$ cat config.mk
export PLATFORM = sky130hd
export DESIGN_NAME = clav_queue
export DESIGN_NICKNAME = d
export VERILOG_FILES = /design/src/clav_pkg.sv /design/src/clav_queue.sv
export SDC_FILE = /design/constraint.sdc
export NUM_CORES = 1
export LEC_CHECK = 0
export ABC_AREA = 1
export BUFFER_PORTS_ARGS = -buffer_cell sky130_fd_sc_hd__buf_4
export CAP_MARGIN = 20
export CORE_UTILIZATION = 40
export CTS_BUF_LIST = sky130_fd_sc_hd__clkbuf_4 sky130_fd_sc_hd__clkbuf_8
export DETAILED_ROUTE_END_ITERATION = 12
export PLACE_DENSITY_LB_ADDON = 0.12
export SLEW_MARGIN = 20
export SYNTH_ARGS = -nofsm -noshare
export SYNTH_HDL_FRONTEND = slang
export SYNTH_SLANG_ARGS = --single-unit
export TNS_END_PERCENT = 50
$ cat constraint.sdc
create_clock -name clk -period 9.5 [get_ports clk]
set_input_delay 0.95 -clock clk [delete_from_list [all_inputs] [get_ports clk]]
set_output_delay 0.95 -clock clk [all_outputs]
set_load 0.02 [all_outputs]
$ cat src/clav_pkg.sv
// ----------------------------------------------------------------------------
// clav_pkg
// Shared constants and types of the mouse-look camera view block.
// ----------------------------------------------------------------------------
package clav_pkg;

  localparam int SPD            = 128;   // angle steps per degree (power of two)
  localparam int TILT_LIMIT_DEG = 89;

  localparam int TURN     = 360 * SPD;
  localparam int QUARTER  = 90 * SPD;
  localparam int EIGHTH   = 45 * SPD;
  localparam int TILT_MAX = TILT_LIMIT_DEG * SPD;
  localparam int SPD_SH   = $clog2(SPD);

  localparam int HW = $clog2(TURN);          // heading width
  localparam int TW = $clog2(TILT_MAX) + 1;  // signed tilt width
  localparam int RW = $clog2(EIGHTH + 1);    // octant angle width

  localparam int SENS_W = 16;
  localparam logic [SENS_W-1:0] SENS_RESET = 16'd410;

  // whole turns removed by a restoring pass over TURN << NRED .. TURN
  localparam int NRED = 11;
  localparam int KW   = $clog2(NRED + 1);

  localparam int QDEPTH = 2;
  localparam int QAW    = $clog2(QDEPTH);

  typedef struct packed {
    logic [HW-1:0]        heading;
    logic signed [TW-1:0] tilt;
    logic signed [31:0]   eye_x;
    logic signed [31:0]   eye_y;
    logic signed [31:0]   eye_z;
  } clav_job_t;

endpackage

$ cat src/clav_queue.sv
// ----------------------------------------------------------------------------
// clav_queue
// Short job queue between the front and the back.
// ----------------------------------------------------------------------------
module clav_queue (
  input  logic                clk,
  input  logic                rst_n,
  input  logic                push_valid,
  output logic                push_ready,
  input  clav_pkg::clav_job_t push_job,
  output logic                pop_valid,
  input  logic                pop_ready,
  output clav_pkg::clav_job_t pop_job
);
  import clav_pkg::*;

  clav_job_t      slot_r [QDEPTH];
  logic [QAW-1:0] wp_r, rp_r;
  logic [QAW:0]   cnt_r;
  logic           do_push, do_pop;

  assign push_ready = (cnt_r < (QAW+1)'(QDEPTH));
  assign pop_valid  = (cnt_r != '0);
  assign pop_job    = slot_r[rp_r];
  assign do_push    = push_valid && push_ready;
  assign do_pop     = pop_valid && pop_ready;

  always_ff @(posedge clk) begin
    if (!rst_n) begin
      wp_r  <= '0;
      rp_r  <= '0;
      cnt_r <= '0;
    end else begin
      if (do_push) wp_r <= wp_r + 1'b1;
      if (do_pop)  rp_r <= rp_r + 1'b1;
      cnt_r <= cnt_r + (QAW+1)'(do_push) - (QAW+1)'(do_pop);
    end
  end

  always_ff @(posedge clk) begin
    if (do_push) slot_r[wp_r] <= push_job;
  end

endmodule

==> impl_metrics.csv, run 1 <==
group,metric,value,unit
pwr,power_leakage,4.771,nW
place,routabilityCongestion,0.7232,
cells_and_area,instances_no_fill,1072,
clock_network,cts_num_sinks,259,
synthesis,yosys.area.top_type,"edfxtp_1",
pwr,ir_worst_vdd,0.0001771,V
clock_network,cts.reportedPaths.clkPinSlew,0.06,ns
pwr,p_per_area,260.6,mW/mm^2
global_route,grt_pass1_wl,27.10,mm
job,timing.max_cap.violations,0,
setup_path,cp_data_required_time,8.55,ns
floorplan,pin_count,260,
synthesis,synth_warnings,0,
cells_and_area,layout_common_cells,"buf_4 (264), edfxtp_1 (254), mux2_2 (97)",
drt,route.detailed.drc,0,
pwr,relative_contribution_of_combinational_cells_to_total_power,26.5,%
synthesis,synthesized_netlist_net_count,558,
floorplan,die_height,156.1,um
cells_and_area,area_growth,33.01,%
place,postPlaceCellArea,0.01179,sq mm
pwr,design_power_total,3.291,mW
synthesis,synth_top_area_share,80.34,%
drt,totalWireLength,18.33,mm
sta,finalSetupTns,0,ns
cells_and_area,final_util,53.96,%
setup_path,worstPathArrival,3.05,ns
clock_network,clock_insertion_delay_worst_skew,0.52,ns
synthesis,synth.ff_latch_count,259,
setup_path,timing.critical_path.from_type,"flop",
floorplan,die-area,0.02435,sq mm
setup_path,r2r_setup_slack,6.61,ns
cells_and_area,final_design_area_no_fill,0.01263,sq mm
setup_path,crit_type,"reg2out",
cells_and_area,layout_commonest_cell,"buf_4",
synthesis,synth_sequential_area_ratio,81.39,%
synthesis,syn_area,0.009494,sq mm
synthesis,netlist_top_cells_area,"edfxtp_1 (80%), mux2_2 (12%), mux2_4 (4.7%)",
drt,dr_wl_met3,1.798,mm
sta,final_min_period_over_clock_period,42.06,%
drt,drtIter0Drc,151,
drt,highest_layer,"met4",
sta,max_slew_margin,27.55,%
drt,vias,4893,
sta,timing.clock.skew,0.01586,ns
clock_network,ctsHtreeMaxLevel,2,
pwr,power_switching_share,28.23,%
sta,worstMarginPinSlew,1.087,ns
setup_path,timing.critical_path.fanout_max,66,
drt,route.antenna.remaining_nets,0,
floorplan,chipWidth,156.1,um
sta,finalHoldWorstSlack,0.4699,ns
worst_hold_path,worstHoldStart,"rp_r$_SDFFE_PN0P_",
global_route,grt_max_degree,67,
cells_and_area,final_net_count,853,
clock_network,cts_root_buf,"clkbuf_8",
drt,wire_per_inst,17.10,um
place,dp_hpwl,11.73,mm
worst_hold_path,whs_path_depth,2,
synthesis,synth.avg_cell_area,22.29,sq um
setup_path,worst_r2r_startpoint,"cnt_r[1]$_SDFF_PN0_",
synthesis,netlist-cell-type-count,15,
global_route,grt_overflow,0,
clock_network,post_cts.resized_instances,0,
place,dp_cells,995,
clock_network,cts_hold_buf,0,
sta,grt_setup_unrepaired,"false",
drt,first_pass_iters,5,
sta,timing.final.crit_period,3.995,ns
place,port_buffers,259,
sta,final_hold_vios,0,
drt,routed-wl-met2,8.678,mm
pwr,internal_power,2.362,mW
sta,timing.fmax,0.2503,GHz
global_route,overall_routing_resource_usage,14.66,%
sta,setup_slack,5.505,ns
synthesis,synthesis.instances,426,
global_route,antenna_violations_before_repair,1,
setup_path,timing.reg2reg.worst_path_depth,6,
floorplan,placementRows,56,
cells_and_area,final_layout_size_suffix_gt1_share,61.84,%
pwr,clkPwrFrac,27.7,%
worst_hold_path,worst_hold_path_type,"reg2reg",
pwr,power.sequential.fraction,45.8,%
setup_path,worst_r2r_endpoint,"slot_r[1][123]$_DFFE_PP_",
drt,vias_per_cell,4.564,
sta,finalMaxSlewViolations,0,
clock_network,max-clock-path-buffers,3,
clock_network,tritoncts,"built",
pwr,total_switching_power,929.2,uW
sta,setup_viol,0,
global_route,grt_pass1_vias,5085,
clock_network,cts_made_buffers,42,
clock_network,cts_setup_buffers,0,
drt,met1Wirelength,7.448,mm
place,post-place-ws,5.571,ns
floorplan,core_region_area,0.02340,sq mm
floorplan,starting_density,40.57,%
setup_path,crit_path_end_kind,"output pin",
outcome,outcome,"complete, no violations",
## per-layer routing
metal	up-vias	track usage, %
li1	2280	-
met5	-	0
met3	38	6.194
met1	2371	17.88
met2	204	23.21
met4	0	5.369
## logic make-up (layout without fill, tap and decap cells)
kind of cell | count (synthesis) | in the layout | share of synthesized area, %
other cells | 0 | 1 | 0
simple gates | 11 | 11 | 0.4744
xor+xnor | 1 | 1 | 0.09227
flops | 259 | 259 | 81.39
fa+ha+maj | 1 | 1 | 0.1318
mux | 127 | 127 | 16.25
compound gates | 6 | 6 | 0.3163
buf+inv | 21 | 347 | 1.344
## cell type report
| class | count | area [sq um] |
|---|---|---|
| flip-flops and latches | 259 | 7731 |
| diodes | 1 | 2.502 |
| clock buffers | 64 | 762.0 |
| clock inverters | 11 | 51.30 |
| multi-input cells | 146 | 1654 |
| well taps | 319 | 399.1 |
| repair buffers | 265 | 2002 |
| inverters | 7 | 26.28 |
| fillers | 1923 | 10770 |
## state kept, by name, summed over array words and instances (netlist names), named ones only
| name | count |
|---|---|
| slot_r | 254 |
| cnt_r | 2 |
| rp_r | 1 |
| wp_r | 1 |
## power groups by stage
stage | logic [mW] | clock network [mW] | registers (mW)
floorplan | 0.562 | 0 | 1.51
global placement | 0.872 | 0 | 1.52
detailed placement | 0.880 | 0 | 1.53
CTS | 0.884 | 0.945 | 1.51
global route | 0.924 | 0.995 | 1.52
finish | 0.872 | 0.913 | 1.51
## cells in the mapped netlist, drive strengths merged
| cell type | number |
|---|---|
| edfxtp | 254 |
| mux2 | 127 |
| buf | 14 |
| inv | 7 |
| nand2 | 6 |
| dfxtp | 5 |
| a21oi | 4 |
| nor2 | 3 |
| o21ai | 2 |
| ha | 1 |
| nand3 | 1 |
| nand4 | 1 |
| xor2 | 1 |
## worst max-delay path: stages (launching register included)
cell	delay (ns)
dfxtp_4	1.01
buf_4	0.81
mux2_2	0.42
buf_4	0.16
## how the worst max path moves through the flow
| stage | startpoint | slack (ns) | end | cells past startpoint |
|---|---|---|---|---|
| after floorplan | push_valid | 2.53 | slot_r[0][0]$_DFFE_PP_ | 2 |
| after global placement | push_valid | 5.67 | slot_r[1][74]$_DFFE_PP_ | 5 |
| after global routing | flop | 5.32 | pop_job[15] | 3 |
| after detailed placement | push_valid | 5.57 | slot_r[1][74]$_DFFE_PP_ | 5 |
| final | flop | 5.50 | pop_job[33] | 3 |
| after CTS | flop | 5.42 | pop_job[125] | 3 |
Power figures use the tool's default switching activity.
==> run 2, diff against run 1 <==
- ABC_AREA: 1 -> 0
- clock period: 9.5 -> 4.15 ns (I/O delays scaled with it)
==> impl_metrics.csv, run 2 <==
group,metric,value,unit
outcome,outcome,"complete, no violations",
global_route,antenna_violations_before_repair,0,
floorplan,placementRows,56,
cells_and_area,final-seq-area,0.007731,sq mm
sta,timing.clock.skew,0.01510,ns
clock_network,cts_setup_buffers,0,
cells_and_area,fillerInstances,1961,
synthesis,synth.avg_cell_area,22.55,sq um
floorplan,pin_count,260,
drt,totalWireLength,18.26,mm
worst_hold_path,worst_hold_path_type,"in2reg",
sta,finalSetupTns,0,ns
place,postPlaceCellArea,0.01186,sq mm
clock_network,tritoncts,"built",
floorplan,starting_density,40.65,%
global_route,grt_max_degree,85,
global_route,grt_pass1_vias,5024,
synthesis,synth.most_common_cell,"edfxtp_1",
setup_path,worst_r2r_endpoint,"slot_r[1][22]$_DFFE_PP_",
sta,final_min_period_over_clock_period,63.69,%
floorplan,core_region_area,0.02340,sq mm
setup_path,timing.critical_path.fanout_max,34,
place,dp_cells,992,
clock_network,ctsHtreeMaxLevel,2,
drt,first_pass_iters,4,
sta,final_hold_vios,0,
pwr,p_per_area,545.8,mW/mm^2
clock_network,max-clock-path-buffers,3,
sta,finalMaxSlewViolations,0,
cells_and_area,area_growth,32.98,%
drt,vias,4808,
synthesis,yosys.area.top_type,"edfxtp_1",
cells_and_area,n_antenna_cell,0,
worst_hold_path,worstHoldStart,"push_job[115]",
clock_network,cts_root_buf,"clkbuf_8",
setup_path,timing.critical_path.from_type,"flop",
sta,setup_viol,0,
sta,timing.final.crit_period,2.643,ns
setup_path,worstPathArrival,2.23,ns
setup_path,worst_r2r_startpoint,"cnt_r[1]$_SDFF_PN0_",
setup_path,slowest_stage_cell_cp,"dfxtp_4",
synthesis,synthesized_netlist_net_count,554,
cells_and_area,instances_no_fill,1069,
place,dp_hpwl,11.90,mm
global_route,overall_routing_resource_usage,14.55,%
drt,wire_per_inst,17.08,um
cells_and_area,reg.largest.list,"slot_r: 254 flops, cnt_r: 2 flops",
sta,worstMarginPinSlew,0.9590,ns
synthesis,synthesis.instances,422,
synthesis,netlist-cell-type-count,22,
synthesis,netlist_top_cells_area,"edfxtp_1 (80%), mux2_2 (11%), mux2_4 (4.7%)",
synthesis,ys_dominant_reg_cell,"edfxtp_1",
floorplan,chipWidth,156.2,um
cells_and_area,final_layout_size_suffix_gt1_share,61.60,%
clock_network,cts_hold_buf,0,
setup_path,crit_path_end_kind,"output pin",
sta,timing.fmax,0.3783,GHz
pwr,ir_worst_vdd,0.0002884,V
setup_path,crit_family,"buffers and inverters",
drt,route.detailed.drc,0,
setup_path,cp_cell_sequence,"buf_4 > mux2_2 > buf_4",
synthesis,synth_async_sr_flop_share,0,%
synthesis,synth_warnings,0,
cells_and_area,final_design_area_no_fill,0.01265,sq mm
synthesis,synth_enable_flop_cells,254,
synthesis,synth_sequential_area_ratio,81.22,%
place,routabilityCongestion,0.7435,
sta,grt_setup_unrepaired,"false",
place,port_buffers,259,
global_route,grt_overflow,0,
job,timing.max_cap.violations,0,
global_route,grt_pass1_wl,26.73,mm
drt,route.antenna.remaining_nets,0,
cells_and_area,largest-register,"slot_r",
sta,max_slew_margin,36.06,%
cells_and_area,layout_common_cells,"buf_4 (262), edfxtp_1 (254), mux2_2 (97)",
setup_path,critPathBufInv,2,
synthesis,syn_area,0.009514,sq mm
worst_hold_path,whs_path_depth,1,
floorplan,die_height,156.2,um
setup_path,path_depth,3,
place,post-place-ws,1.950,ns
floorplan,die-area,0.02441,sq mm
setup_path,cell_occurring_most_often_along_the_worst_timing_path,"buf_4",
synthesis,synth_top_area_share,80.17,%
drt,drtIter0Drc,137,
setup_path,r2r_setup_slack,2.10,ns
cells_and_area,final_net_count,849,
worst_hold_path,hold_end,"slot_r[0][115]$_DFFE_PP_",
sta,setup_slack,1.507,ns
cells_and_area,layout_commonest_cell,"buf_4",
synthesis,synth_commonest_cells,"edfxtp_1 (254), mux2_2 (97), mux2_4 (30)",
setup_path,cp_data_required_time,3.73,ns
clock_network,clock_insertion_delay_worst_skew,0.52,ns
clock_network,post_cts.resized_instances,0,
setup_path,timing.reg2reg.worst_path_depth,3,
synthesis,synth.ff_latch_count,259,
cells_and_area,number_of_flip_flops_under_the_largest_register_name,254,
pwr,power_leakage,4.752,nW
setup_path,timing.critical_path.slowest_cell_delay,0.58,ns
clock_network,cts.reportedPaths.clkPinSlew,0.06,ns
cells_and_area,multiInputGateArea,0.001694,sq mm
clock_network,cts_num_sinks,259,
drt,vias_per_cell,4.498,
clock_network,cts_made_buffers,42,
setup_path,crit_type,"reg2out",
run 2: cell count changes after synthesis, sizes merged, moves of 2 or more:
cell,before,now
inv,7,1
nand2,6,0
and2,0,4
a21oi,4,2
nor2,3,1
run 2: worst max-delay path by stage:
stage	from	to	slack (ns)
detailed placement	push_valid	slot_r[1][22]$_DFFE_PP_	1.95
global placement	push_valid	slot_r[1][114]$_DFFE_PP_	1.99
floorplan	cnt_r[1]$_SDFF_PN0_	slot_r[1][0]$_DFFE_PP_	0.11
CTS	flop	pop_job[20]	1.45
finish	flop	pop_job[112]	1.51
global route	flop	pop_job[112]	1.39
run 2: through the flow:
stage	hold WS, ns	total power [mW]	utilization (%)
after floorplan	0.5139	4.284	-
after global placement	0.5753	4.908	50.66
after detailed placement	0.5933	4.938	50.66
after CTS	0.04266	7.010	54.06
after global routing	0.03493	7.204	54.06
final	0.07535	6.906	54.06
run 2: power breakdown:
group | internal (mW) | switching, mW
sequential | 3.15 | 0.0822
clock | 1.13 | 0.915
combinational | 0.785 | 0.839
run 2: cell families after synthesis:
group / synth area share (%)
DFF: 81.22
muxes: 16.22
buffers and inverters: 1.105
and+or+nand+nor: 0.8942
AOI/OAI and AO/OA: 0.3419
xor gates and xnor gates: 0.09207
adders and majority gates: 0.1315
run 2: layer usage:
metal  global-route usage (%)  wire length, um
met5                        0                0
met4                    4.902              358
met3                    6.176             1903
met2                    23.04             8451
met1                    17.92             7544
run 2: final cells by class:
class	count	share of cell area [%]
sequential	259	61.11
timing repair buffer	265	16.02
multi-input combinational	148	13.39
clock buffer	62	5.805
tap	319	3.155
clock inverter	15	0.4945
inverter	1	0.02967
