$ cat config.mk
export PLATFORM = sky130hd
export DESIGN_NAME = clav_back_flat
export DESIGN_NICKNAME = d
export VERILOG_FILES = /design/src/clav_pkg.sv /design/src/clav_if.sv /design/src/clav_back.sv /design/src/flat_wrapper.sv
export SDC_FILE = /design/constraint.sdc
export NUM_CORES = 2
export LEC_CHECK = 0
export ABC_CLOCK_PERIOD_IN_PS = 24500
export BUFFER_PORTS_ARGS = -buffer_cell sky130_fd_sc_hd__buf_2
export CAP_MARGIN = 30
export CORE_AREA = 8 8 319 444
export DETAILED_ROUTE_END_ITERATION = 8
export DIE_AREA = 0 0 327 452
export GPL_ROUTABILITY_DRIVEN = 0
export PLACE_DENSITY = 0.92
export SETUP_SLACK_MARGIN = 0.1
export SYNTH_ARGS = -nofsm -noshare
export SYNTH_HDL_FRONTEND = slang
export SYNTH_SLANG_ARGS = --single-unit
$ cat constraint.sdc
create_clock -name clk -period 24.5 [get_ports clk]
set_clock_uncertainty 0.1 [all_clocks]
set_input_delay 0 -clock clk [delete_from_list [all_inputs] [get_ports clk]]
set_output_delay 0 -clock clk [all_outputs]
set_load 0.05 [all_outputs]
$ cat src/clav_pkg.sv
// ----------------------------------------------------------------------------
// clav_pkg
// Shared constants and types of the mouse-look camera view block.
// ----------------------------------------------------------------------------
package clav_pkg;

  localparam int SPD            = 128;   // angle steps per degree (power of two)
  localparam int TILT_LIMIT_DEG = 89;

  localparam int TURN     = 360 * SPD;
  localparam int QUARTER  = 90 * SPD;
  localparam int EIGHTH   = 45 * SPD;
  localparam int TILT_MAX = TILT_LIMIT_DEG * SPD;
  localparam int SPD_SH   = $clog2(SPD);

  localparam int HW = $clog2(TURN);          // heading width
  localparam int TW = $clog2(TILT_MAX) + 1;  // signed tilt width
  localparam int RW = $clog2(EIGHTH + 1);    // octant angle width

  localparam int SENS_W = 16;
  localparam logic [SENS_W-1:0] SENS_RESET = 16'd410;

  // whole turns removed by a restoring pass over TURN << NRED .. TURN
  localparam int NRED = 11;
  localparam int KW   = $clog2(NRED + 1);

  localparam int QDEPTH = 2;
  localparam int QAW    = $clog2(QDEPTH);

  typedef struct packed {
    logic [HW-1:0]        heading;
    logic signed [TW-1:0] tilt;
    logic signed [31:0]   eye_x;
    logic signed [31:0]   eye_y;
    logic signed [31:0]   eye_z;
  } clav_job_t;

endpackage

$ cat src/clav_if.sv


interface clav_out_if;
  logic               valid;
  logic               ready;
  logic signed [15:0] side_x;
  logic signed [15:0] side_y;
  logic signed [15:0] side_z;
  logic signed [15:0] upward_x;
  logic signed [15:0] upward_y;
  logic signed [15:0] upward_z;
  logic signed [15:0] back_x;
  logic signed [15:0] back_y;
  logic signed [15:0] back_z;
  logic signed [32:0] shift_x;
  logic signed [32:0] shift_y;
  logic signed [32:0] shift_z;
  modport source (output valid, side_x, side_y, side_z, upward_x, upward_y, upward_z,
                  back_x, back_y, back_z, shift_x, shift_y, shift_z, input ready);
  modport sink (input valid, side_x, side_y, side_z, upward_x, upward_y, upward_z,
                back_x, back_y, back_z, shift_x, shift_y, shift_z, output ready);
endinterface

$ cat src/clav_back.sv
// ----------------------------------------------------------------------------
// clav_back
// Sine/cosine series, matrix products and translation dot products over one
// shared multiplier, sequenced step by step; result held in an output register.
// ----------------------------------------------------------------------------
module clav_back (
  input  logic                clk,
  input  logic                rst_n,
  input  logic                pop_valid,
  output logic                pop_ready,
  input  clav_pkg::clav_job_t pop_job,
  clav_out_if.source          out_ch
);
  import clav_pkg::*;

  localparam logic [4:0] ST_IDLE = 5'd0;
  localparam logic [4:0] ST_PREP = 5'd1;
  localparam logic [4:0] ST_S0   = 5'd2;   // radians
  localparam logic [4:0] ST_S1   = 5'd3;   // x squared
  localparam logic [4:0] ST_S2   = 5'd4;
  localparam logic [4:0] ST_S3   = 5'd5;
  localparam logic [4:0] ST_S4   = 5'd6;
  localparam logic [4:0] ST_S5   = 5'd7;
  localparam logic [4:0] ST_S6   = 5'd8;
  localparam logic [4:0] ST_S7   = 5'd9;   // sine done
  localparam logic [4:0] ST_S8   = 5'd10;
  localparam logic [4:0] ST_S9   = 5'd11;
  localparam logic [4:0] ST_S10  = 5'd12;
  localparam logic [4:0] ST_S11  = 5'd13;
  localparam logic [4:0] ST_S12  = 5'd14;
  localparam logic [4:0] ST_S13  = 5'd15;
  localparam logic [4:0] ST_S14  = 5'd16;  // cosine done
  localparam logic [4:0] ST_E0   = 5'd17;
  localparam logic [4:0] ST_E1   = 5'd18;
  localparam logic [4:0] ST_E2   = 5'd19;
  localparam logic [4:0] ST_E3   = 5'd20;
  localparam logic [4:0] ST_D0   = 5'd21;
  localparam logic [4:0] ST_D1   = 5'd22;
  localparam logic [4:0] ST_D2   = 5'd23;
  localparam logic [4:0] ST_D3   = 5'd24;
  localparam logic [4:0] ST_D4   = 5'd25;
  localparam logic [4:0] ST_D5   = 5'd26;
  localparam logic [4:0] ST_D6   = 5'd27;
  localparam logic [4:0] ST_D7   = 5'd28;
  localparam logic [4:0] ST_OUT  = 5'd29;

  localparam logic [30:0] ONE    = 31'h4000_0000;
  localparam logic [32:0] RADQ30 = 33'd18740330;
  localparam logic [32:0] M42 = 33'((64'd1 << 32) / 64'd42);
  localparam logic [32:0] M20 = 33'((64'd1 << 32) / 64'd20);
  localparam logic [32:0] M6  = 33'((64'd1 << 32) / 64'd6);
  localparam logic [32:0] M56 = 33'((64'd1 << 32) / 64'd56);
  localparam logic [32:0] M30 = 33'((64'd1 << 32) / 64'd30);
  localparam logic [32:0] M12 = 33'((64'd1 << 32) / 64'd12);
  localparam logic [32:0] M2  = 33'((64'd1 << 32) / 64'd2);

  logic [4:0]           st_r, st_nxt;
  logic                 ph_r, ang_r;
  logic [HW-1:0]        hd_r;
  logic signed [TW-1:0] tl_r;
  logic signed [31:0]   ex_r, ey_r, ez_r;
  logic [1:0]           q_r;
  logic                 sw_r;
  logic [RW-1:0]        rr_r;
  logic [30:0]          x_r, x2_r, t_r, tmp_r, dvd_r;
  logic signed [15:0]   s14_r;
  logic signed [15:0]   sy_r, cy_r, sp_r, cp_r, upx_r, upz_r, bkx_r, bkz_r;
  logic signed [32:0]   shx_r, shy_r, shz_r;
  logic signed [49:0]   acc_r;
  logic signed [65:0]   prod_r;
  logic                 ov_r;

  logic signed [32:0] op_a, op_b;
  logic [5:0]         dv;
  logic               load_out;

  function automatic logic signed [32:0] e16(input logic signed [15:0] v);
    return {{17{v[15]}}, v};
  endfunction

  function automatic logic signed [32:0] u31(input logic [30:0] v);
    return $signed({2'b00, v});
  endfunction

  function automatic logic signed [32:0] e32(input logic signed [31:0] v);
    return {v[31], v};
  endfunction

  // -(round half up of sum / 2^14), saturated to 33 bits
  function automatic logic signed [32:0] fin(input logic signed [49:0] s);
    logic signed [49:0] r;
    logic signed [49:0] n;
    r = (s + 50'sd8192) >>> 14;
    n = -r;
    if (n > 50'sd4294967295)       return 33'sh0_FFFF_FFFF;
    else if (n < -50'sd4294967296) return 33'sh1_0000_0000;
    else                           return n[32:0];
  endfunction

  // ---- angle reduction to quadrant and octant
  logic signed [HW+1:0] ma;
  logic [HW-1:0]        m;
  logic [1:0]           qc;
  logic [HW-1:0]        rq;

  always_comb begin
    ma = ang_r ? $signed({{(HW+2-TW){tl_r[TW-1]}}, tl_r}) : $signed({2'b00, hd_r});
    if (ma < 0) ma = ma + $signed((HW+2)'(TURN));
    m = ma[HW-1:0];
    if (m >= HW'(3 * QUARTER))      qc = 2'd3;
    else if (m >= HW'(2 * QUARTER)) qc = 2'd2;
    else if (m >= HW'(QUARTER))     qc = 2'd1;
    else                            qc = 2'd0;
    rq = m - HW'(QUARTER) * HW'(qc);
  end

  // ---- shared multiplier operands
  always_comb begin
    op_a = '0;
    op_b = '0;
    dv   = 6'd1;
    unique case (st_r)
      ST_S0:  begin op_a = $signed({{(33-RW){1'b0}}, rr_r}); op_b = $signed(RADQ30); end
      ST_S1:  begin op_a = u31(x_r);   op_b = u31(x_r); end
      ST_S2:  begin op_a = u31(x2_r);  op_b = $signed(M42); dv = 6'd42; end
      ST_S3:  begin op_a = u31(x2_r);  op_b = u31(t_r); end
      ST_S4:  begin op_a = u31(tmp_r); op_b = $signed(M20); dv = 6'd20; end
      ST_S5:  begin op_a = u31(x2_r);  op_b = u31(t_r); end
      ST_S6:  begin op_a = u31(tmp_r); op_b = $signed(M6); dv = 6'd6; end
      ST_S7:  begin op_a = u31(x_r);   op_b = u31(t_r); end
      ST_S8:  begin op_a = u31(x2_r);  op_b = $signed(M56); dv = 6'd56; end
      ST_S9:  begin op_a = u31(x2_r);  op_b = u31(t_r); end
      ST_S10: begin op_a = u31(tmp_r); op_b = $signed(M30); dv = 6'd30; end
      ST_S11: begin op_a = u31(x2_r);  op_b = u31(t_r); end
      ST_S12: begin op_a = u31(tmp_r); op_b = $signed(M12); dv = 6'd12; end
      ST_S13: begin op_a = u31(x2_r);  op_b = u31(t_r); end
      ST_S14: begin op_a = u31(tmp_r); op_b = $signed(M2); dv = 6'd2; end
      ST_E0:  begin op_a = e16(cy_r);  op_b = e16(sp_r); end
      ST_E1:  begin op_a = e16(sy_r);  op_b = e16(sp_r); end
      ST_E2:  begin op_a = e16(cy_r);  op_b = e16(cp_r); end
      ST_E3:  begin op_a = e16(sy_r);  op_b = e16(cp_r); end
      ST_D0:  begin op_a = -e16(sy_r); op_b = e32(ex_r); end
      ST_D1:  begin op_a = e16(cy_r);  op_b = e32(ez_r); end
      ST_D2:  begin op_a = e16(upx_r); op_b = e32(ex_r); end
      ST_D3:  begin op_a = e16(cp_r);  op_b = e32(ey_r); end
      ST_D4:  begin op_a = e16(upz_r); op_b = e32(ez_r); end
      ST_D5:  begin op_a = e16(bkx_r); op_b = e32(ex_r); end
      ST_D6:  begin op_a = -e16(sp_r); op_b = e32(ey_r); end
      ST_D7:  begin op_a = e16(bkz_r); op_b = e32(ez_r); end
      default: ;
    endcase
  end

  // ---- post-processing of the registered product
  logic [65:0]        qm_full;
  logic [30:0]        qm;
  logic [30:0]        dq0, dq, tdiv;
  logic [36:0]        drem;
  logic signed [15:0] m14;
  logic signed [15:0] s14, c14, os, oc, ps, pc;
  logic signed [49:0] dsum;
  logic [30:0]        xq;

  always_comb begin
    qm_full = prod_r + 66'sd536870912;
    qm      = qm_full[60:30];
    dq0     = prod_r[62:32];
    drem    = {6'd0, dvd_r} - 37'({6'd0, dq0} * {31'd0, dv});
    dq      = dq0 + 31'(drem >= 37'(dv));
    tdiv    = ONE - dq;
    m14     = 16'(-((prod_r + 66'sd8192) >>> 14));
    xq      = 31'((prod_r + 66'(SPD / 2)) >> SPD_SH);
    s14     = 16'((32'(qm) + 32'd32768) >> 16);
    c14     = 16'((32'(tdiv) + 32'd32768) >> 16);
    dsum    = acc_r + prod_r[49:0];
    os      = sw_r ? c14 : s14_r;
    oc      = sw_r ? s14_r : c14;
    unique case (q_r)
      2'd0: begin ps = os;  pc = oc;  end
      2'd1: begin ps = oc;  pc = -os; end
      2'd2: begin ps = -os; pc = -oc; end
      2'd3: begin ps = -oc; pc = os;  end
      default: begin ps = os; pc = oc; end
    endcase
  end

  assign pop_ready = (st_r == ST_IDLE);
  assign load_out  = (st_r == ST_OUT) && (!ov_r || out_ch.ready);

  always_comb begin
    st_nxt = st_r;
    priority if (st_r == ST_IDLE) begin
      if (pop_valid) st_nxt = ST_PREP;
    end else if (st_r == ST_PREP) begin
      st_nxt = ST_S0;
    end else if (st_r == ST_OUT) begin
      if (load_out) st_nxt = ST_IDLE;
    end else if (ph_r) begin
      if (st_r == ST_S14)     st_nxt = ang_r ? ST_E0 : ST_PREP;
      else if (st_r == ST_D7) st_nxt = ST_OUT;
      else                    st_nxt = st_r + 5'd1;
    end
  end

  always_ff @(posedge clk) begin
    if (!rst_n) begin
      st_r  <= ST_IDLE;
      ph_r  <= 1'b0;
      ang_r <= 1'b0;
      ov_r  <= 1'b0;
    end else begin
      st_r <= st_nxt;
      if (st_r == ST_IDLE || st_r == ST_PREP || st_r == ST_OUT) ph_r <= 1'b0;
      else                                                      ph_r <= ~ph_r;
      if (st_r == ST_IDLE)                 ang_r <= 1'b0;
      else if (st_r == ST_S14 && ph_r)     ang_r <= 1'b1;
      if (load_out)          ov_r <= 1'b1;
      else if (out_ch.ready) ov_r <= 1'b0;
    end
  end

  always_ff @(posedge clk) begin
    if (st_r == ST_IDLE) begin
      hd_r <= pop_job.heading;
      tl_r <= pop_job.tilt;
      ex_r <= pop_job.eye_x;
      ey_r <= pop_job.eye_y;
      ez_r <= pop_job.eye_z;
    end
    if (st_r == ST_PREP) begin
      q_r  <= qc;
      sw_r <= (rq > HW'(EIGHTH));
      rr_r <= (rq > HW'(EIGHTH)) ? RW'(HW'(QUARTER) - rq) : RW'(rq);
    end
    if (!ph_r) begin
      prod_r <= op_a * op_b;
      dvd_r  <= op_a[30:0];
    end else begin
      unique case (st_r)
        ST_S0:  x_r  <= xq;
        ST_S1:  x2_r <= qm;
        ST_S2, ST_S4, ST_S6, ST_S8, ST_S10, ST_S12: t_r <= tdiv;
        ST_S3, ST_S5, ST_S9, ST_S11, ST_S13: tmp_r <= qm;
        ST_S7:  s14_r <= s14;
        ST_S14: begin
          if (ang_r) begin
            sp_r <= ps;
            cp_r <= pc;
          end else begin
            sy_r <= ps;
            cy_r <= pc;
          end
        end
        ST_E0:  upx_r <= m14;
        ST_E1:  upz_r <= m14;
        ST_E2:  bkx_r <= m14;
        ST_E3:  bkz_r <= m14;
        ST_D0, ST_D2, ST_D5: acc_r <= prod_r[49:0];
        ST_D3, ST_D6: acc_r <= dsum;
        ST_D1:  shx_r <= fin(dsum);
        ST_D4:  shy_r <= fin(dsum);
        ST_D7:  shz_r <= fin(dsum);
        default: ;
      endcase
    end
    if (load_out) begin
      out_ch.side_x   <= -sy_r;
      out_ch.side_y   <= '0;
      out_ch.side_z   <= cy_r;
      out_ch.upward_x <= upx_r;
      out_ch.upward_y <= cp_r;
      out_ch.upward_z <= upz_r;
      out_ch.back_x   <= bkx_r;
      out_ch.back_y   <= -sp_r;
      out_ch.back_z   <= bkz_r;
      out_ch.shift_x  <= shx_r;
      out_ch.shift_y  <= shy_r;
      out_ch.shift_z  <= shz_r;
    end
  end

  assign out_ch.valid = ov_r;

endmodule

$ cat src/flat_wrapper.sv
// flat-port wrapper written by rule: the top's interface ports become plain ports
module clav_back_flat import clav_pkg::*;
  (clk, rst_n, pop_valid, pop_ready, pop_job, out_ch_valid, out_ch_side_x, out_ch_side_y, out_ch_side_z, out_ch_upward_x, out_ch_upward_y, out_ch_upward_z, out_ch_back_x, out_ch_back_y, out_ch_back_z, out_ch_shift_x, out_ch_shift_y, out_ch_shift_z, out_ch_ready);
  clav_out_if out_ch_i ();
  input  logic clk;
  input  logic rst_n;
  input  logic pop_valid;
  output logic pop_ready;
  input  clav_pkg::clav_job_t pop_job;
  output wire logic [$bits(out_ch_i.valid)-1:0] out_ch_valid;
  output wire logic [$bits(out_ch_i.side_x)-1:0] out_ch_side_x;
  output wire logic [$bits(out_ch_i.side_y)-1:0] out_ch_side_y;
  output wire logic [$bits(out_ch_i.side_z)-1:0] out_ch_side_z;
  output wire logic [$bits(out_ch_i.upward_x)-1:0] out_ch_upward_x;
  output wire logic [$bits(out_ch_i.upward_y)-1:0] out_ch_upward_y;
  output wire logic [$bits(out_ch_i.upward_z)-1:0] out_ch_upward_z;
  output wire logic [$bits(out_ch_i.back_x)-1:0] out_ch_back_x;
  output wire logic [$bits(out_ch_i.back_y)-1:0] out_ch_back_y;
  output wire logic [$bits(out_ch_i.back_z)-1:0] out_ch_back_z;
  output wire logic [$bits(out_ch_i.shift_x)-1:0] out_ch_shift_x;
  output wire logic [$bits(out_ch_i.shift_y)-1:0] out_ch_shift_y;
  output wire logic [$bits(out_ch_i.shift_z)-1:0] out_ch_shift_z;
  input wire logic [$bits(out_ch_i.ready)-1:0] out_ch_ready;
  assign out_ch_valid = out_ch_i.valid;
  assign out_ch_side_x = out_ch_i.side_x;
  assign out_ch_side_y = out_ch_i.side_y;
  assign out_ch_side_z = out_ch_i.side_z;
  assign out_ch_upward_x = out_ch_i.upward_x;
  assign out_ch_upward_y = out_ch_i.upward_y;
  assign out_ch_upward_z = out_ch_i.upward_z;
  assign out_ch_back_x = out_ch_i.back_x;
  assign out_ch_back_y = out_ch_i.back_y;
  assign out_ch_back_z = out_ch_i.back_z;
  assign out_ch_shift_x = out_ch_i.shift_x;
  assign out_ch_shift_y = out_ch_i.shift_y;
  assign out_ch_shift_z = out_ch_i.shift_z;
  assign out_ch_i.ready = out_ch_ready;
  clav_back u_core (.clk(clk), .rst_n(rst_n), .pop_valid(pop_valid), .pop_ready(pop_ready), .pop_job(pop_job), .out_ch(out_ch_i));
endmodule
==> results.txt, run 1 <==
top_reg_cell synth: edfxtp_1
failing step: global routing
Die Span Y: 452 um
post-synthesis cell type count: 116
post-synthesis register bit count: 889
First Err: [ERROR GRT-0232] Routing congestion too high. Check the congestion heatmap in the GUI.
DP HPWL: 222 mm
largest net degree at the start of global routing: 88
grt ovf: 126
post-CTS sizing: 0
clk root buf: clkbuf_16
die width: 327 um
leading area contributor after synthesis: edfxtp_1
H-tree depth: 3
Post-synth EDFFs: 881
Rows: 160
clock sink count: 889
total CTS buffers: 75
antenna violations before repair: 90
mapped cell area: 87000 sq um
clock buffer depth: 3
Cells after Synth: 8407
status: stopped before the end
Starting Density: 0.644
top post-synthesis cells by area: edfxtp_1, fa_1, nand2_1, ha_1, inv_1
Synth Warn #: 0
postcts setup bufs: 0
post-synth top area share: 0.304
Total Routing Usage GR: 0.647
mean area per synthesized cell: 10.3 sq um
asr flop ratio synth: 0
register area share after synthesis: 0.306
I/O pins: 376
PortBufs: 359
## cell families after synthesis
kind of cell | after synthesis | synth area share
DFF | 889 | 0.306
xor gates and xnor gates | 354 | 0.0359
other | 1 | 0.0000431
and+or+nand+nor | 2627 | 0.134
AOI/OAI and AO/OA | 1089 | 0.0878
buffers and inverters | 1689 | 0.0744
adders and majority gates | 1672 | 0.349
muxes | 86 | 0.0124
## per-stage QoR
stage                     area (sq um)  cells   util  setup WS (ns)
after CTS                        96000  10686  0.710           9.58
after detailed placement         90800  10295  0.672          10.02
after global placement           90600  10285  0.671          10.62
after floorplan                  87000   8422      -          12.39
## metal layers
layer,GRT usage,overflow
met2,0.799,49
met1,0.598,15
met5,0.438,3
met3,0.583,13
met4,0.584,46
## Yosys cell counts (all sizes together), types with 13 or more instances
| cell | n |
|---|---|
| a211o | 21 |
| a211oi | 45 |
| a21o | 72 |
| a21oi | 258 |
| a221o | 42 |
| a221oi | 44 |
| a222oi | 45 |
| a22oi | 44 |
| a31oi | 42 |
| and2 | 105 |
| and3 | 58 |
| and4 | 19 |
| buf | 68 |
| clkbuf | 338 |
| edfxtp | 881 |
| fa | 1259 |
| ha | 413 |
| inv | 1274 |
| mux2 | 17 |
| mux2i | 54 |
| mux4 | 15 |
| nand2 | 1416 |
| nand2b | 62 |
| nand3 | 142 |
| nand4 | 59 |
| nor2 | 472 |
| nor2b | 41 |
| nor3 | 116 |
| nor3b | 17 |
| nor4 | 29 |
| o2111ai | 13 |
| o211ai | 33 |
| o21a | 37 |
| o21ai | 219 |
| o21bai | 29 |
| o22ai | 14 |
| o31ai | 15 |
| or2 | 20 |
| or3 | 33 |
| xnor2 | 267 |
| xor2 | 87 |
## what timing repair did
action,in CTS
setup endpoints to repair,0
endpoints found under the hold margin,135
hold buffers,253
==> run 2: changes to the inputs <==
--- a/config.mk
+++ b/config.mk
@@ -8,12 +8,11 @@
 export ABC_CLOCK_PERIOD_IN_PS = 24500
 export BUFFER_PORTS_ARGS = -buffer_cell sky130_fd_sc_hd__buf_2
 export CAP_MARGIN = 30
-export CORE_AREA = 8 8 319 444
+export CORE_AREA = 8 8 476 478
 export DETAILED_ROUTE_END_ITERATION = 8
-export DIE_AREA = 0 0 327 452
+export DIE_AREA = 0 0 484 486
 export GPL_ROUTABILITY_DRIVEN = 0
-export PLACE_DENSITY = 0.92
-export SETUP_SLACK_MARGIN = 0.1
+export PLACE_DENSITY_LB_ADDON = 0.15
 export SYNTH_ARGS = -nofsm -noshare
 export SYNTH_HDL_FRONTEND = slang
 export SYNTH_SLANG_ARGS = --single-unit
==> run 2 against run 1 <==
  * The run now ends clean
  * Synthesized cell count unchanged
  * Synthesized area unchanged
==> results.txt, run 2 <==
Starting Density: 0.398 (was 0.644)
postcts setup bufs: 0 (unchanged)
relative slew slack: 0.215
area of the core: 219000 sq um
cell mode on critical path: ha_1
H-tree depth: 3 (unchanged)
DRT iter0 DRCs: 6966
overall routed net length: 307 mm
Reg2Reg Depth: 49
PwrDens: 136 nW/um^2
asr flop ratio synth: 0 (unchanged)
RR Startpoint: u_core.st_r[2]
Post-synth EDFFs: 881 (unchanged)
area of the multi-input gates: 54200 sq um
max_cap viols: 0
antenna violations before repair: 15
clock buffer depth: 3 (unchanged)
CP required: 24.82 ns
DR pass1 iterations: 7
min-delay worst type: in2reg
Synth top cells by count: nand2_1, inv_1, fa_1 (unchanged)
RSZ-0062 raised after global routing: no
global-route wire length before repair: 453 mm
Die Span Y: 486 um (was 452 um)
DP HPWL: 232 mm (was 222 mm)
max reg flops: 63
CP max stage delay: 0.88 ns
most common cell after layout, fill and taps aside: nand2_1
Startpoint Class: flop
R2R Setup Slk: 9.58 ns
leading area contributor after synthesis: edfxtp_1 (unchanged)
Max Slew Vio Count: 0
critical path type: reg2reg
worst hold start: pop_job[25]
Synth Warn #: 0 (unchanged)
register area share after synthesis: 0.306 (unchanged)
mean area per synthesized cell: 10.3 sq um (unchanged)
full die area: 235000 sq um
top post-synthesis cells by area: edfxtp_1, fa_1, nand2_1, ha_1, inv_1 (unchanged)
fmax: 67.0 MHz
Via-to-Cell Ratio: 5.58
WHS: 0.0272 ns
post-CTS sizing: 0 (unchanged)
Final setup viols: 0
later-pin clock latency in the skew report: 0.77 ns
Cells on Worst Hold Path: 2
VDD IR max: 0.000117 V
Period minus WS final: 14.92 ns
total CTS buffers: 94 (was 75)
Worst setup EP type: flop
Worst Max-Slew Pin Slew: 1.17 ns
most frequent cell after synthesis: nand2_1 (unchanged)
share of layout cells above drive strength 1: 0.0950
I/O pins: 376 (unchanged)
Worst Path Max Fanout: 32
vias in the first global route: 68497
Arr. time, crit path: 15.24 ns
post-synthesis register bit count: 889 (unchanged)
Fillers: 20773
Hold Path End: u_core.ez_r[25]
grt ovf: 0
Largest Register: u_core.prod_r
worst r2r dst: u_core.cy_r[14]
Setup TNS: 0 ns
antenna-violating nets left: 0
die width: 484 um (was 327 um)
sequential cell area: 26600 sq um
Core Util, Final: 0.449
most frequent cells in the layout: nand2_1, inv_1, fa_1
vias after detailed routing: 66129
PortBufs: 359 (unchanged)
Lkg Pwr: 41.6 nW
Rows: 172 (was 160)
fin nets: 10703
post-synth top area share: 0.304 (unchanged)
clock sink count: 889 (unchanged)
CP max-delay cell: dfxtp_1
largest net degree at the start of global routing: 158
synthesis-to-layout area growth: 12.8%
WL per Instance: 25.9 um
Cells after Synth: 8407 (unchanged)
clk root buf: clkbuf_16 (unchanged)
clk slew on worst S/H paths: 0.07 ns
status: completed (was stopped before the end)
fin crit share: 0.609
Regs by FF count: u_core.prod_r x63, u_core.acc_r x50
mapped cell area: 87000 sq um (unchanged)
CTS Hold Bufs: 258 (was 253)
post-synthesis cell type count: 116 (unchanged)
top_reg_cell synth: edfxtp_1 (unchanged)
Total Routing Usage GR: 0.255
final hold vios: 0
# DRC: 0
CTS tree: yes
-- run 2: how the worst max path moves through the flow --
stage / startpoint / endpoint / depth (start not counted) / slack (ns)
6_report: u_core.st_r[2] / u_core.cy_r[14] / 49 / 9.58
5_1_grt: u_core.st_r[2] / u_core.cy_r[14] / 50 / 8.66
4_1_cts: u_core.st_r[2] / u_core.cy_r[14] / 46 / 9.80
3_5_place_dp: u_core.st_r[2] / u_core.cp_r[14] / 46 / 9.86
3_3_place_gp: u_core.st_r[2] / u_core.cp_r[14] / 46 / 10.11
2_1_floorplan: u_core.st_r[2] / u_core.out_ch.back_x[0] / 5 / 12.39
-- run 2: layer usage --
layer  GRT usage  up-vias  part of all wire
met4      0.0969       18             0.043
met2       0.418     2955              0.47
met3      0.0491      596             0.087
li1            -    28614                 -
met1       0.336    33946              0.40
met5           0        -           0.00036
-- run 2: cells by family (layout without fill, tap and decap cells) --
group                    count (synthesis)  count (layout)  synth area share
AO/OA/AOI/OAI                         1089            1089            0.0878
buffers and inverters                 1689            2245            0.0744
flip-flops                             889             889             0.306
AND/OR/NAND/NOR                       2627            2627             0.134
adder cells (fa/ha/maj)               1672            1672             0.349
multiplexers                            86              86            0.0124
other                                    1              25         0.0000431
XOR/XNOR                               354             354            0.0359
-- run 2: metrics by stage --
| stage | total power, mW | setup slack (ns) | area [sq um] | cells |
|---|---|---|---|---|
| 2_1_floorplan | 8.69 | 12.39 | 87000 | 8422 |
| 3_3_place_gp | 11.6 | 10.11 | 92300 | 11410 |
| 3_5_place_dp | 11.7 | 9.86 | 92300 | 11413 |
| 4_1_cts | 13.3 | 9.80 | 98000 | 11845 |
| 5_1_grt | 14.4 | 8.66 | 98100 | 11852 |
| 6_report | 13.4 | 9.58 | 98100 | 11858 |
-- run 2: cell type report --
cell class / count / share of cell area
well taps: 2871 / 0.0366
multi-input cells: 5844 / 0.553
diodes: 9 / 0.000230
clock buffers: 113 / 0.0249
clock inverters: 61 / 0.00656
inverters: 1283 / 0.0491
repair buffers: 788 / 0.0582
flip-flops and latches: 889 / 0.271
-- run 2: power breakdown --
group | internal, mW | switching (mW) | total, mW
Combinational | 3.19 | 6.20 | 9.39
Clock | 0.781 | 0.670 | 1.45
Sequential | 2.27 | 0.247 | 2.52
Total | 6.24 | 7.12 | 13.4
-- run 2: critical path: cells and delay by family (launching register included) --
kind            cells  cell delay, ns
fa+ha+maj           9            2.96
xor+xnor            1            0.27
simple gates       16            5.07
buf+inv             5            0.66
flops               1            0.88
compound gates     16            4.14
mux                 2            0.49
Note: power is estimated with default switching activity, not from simulation.
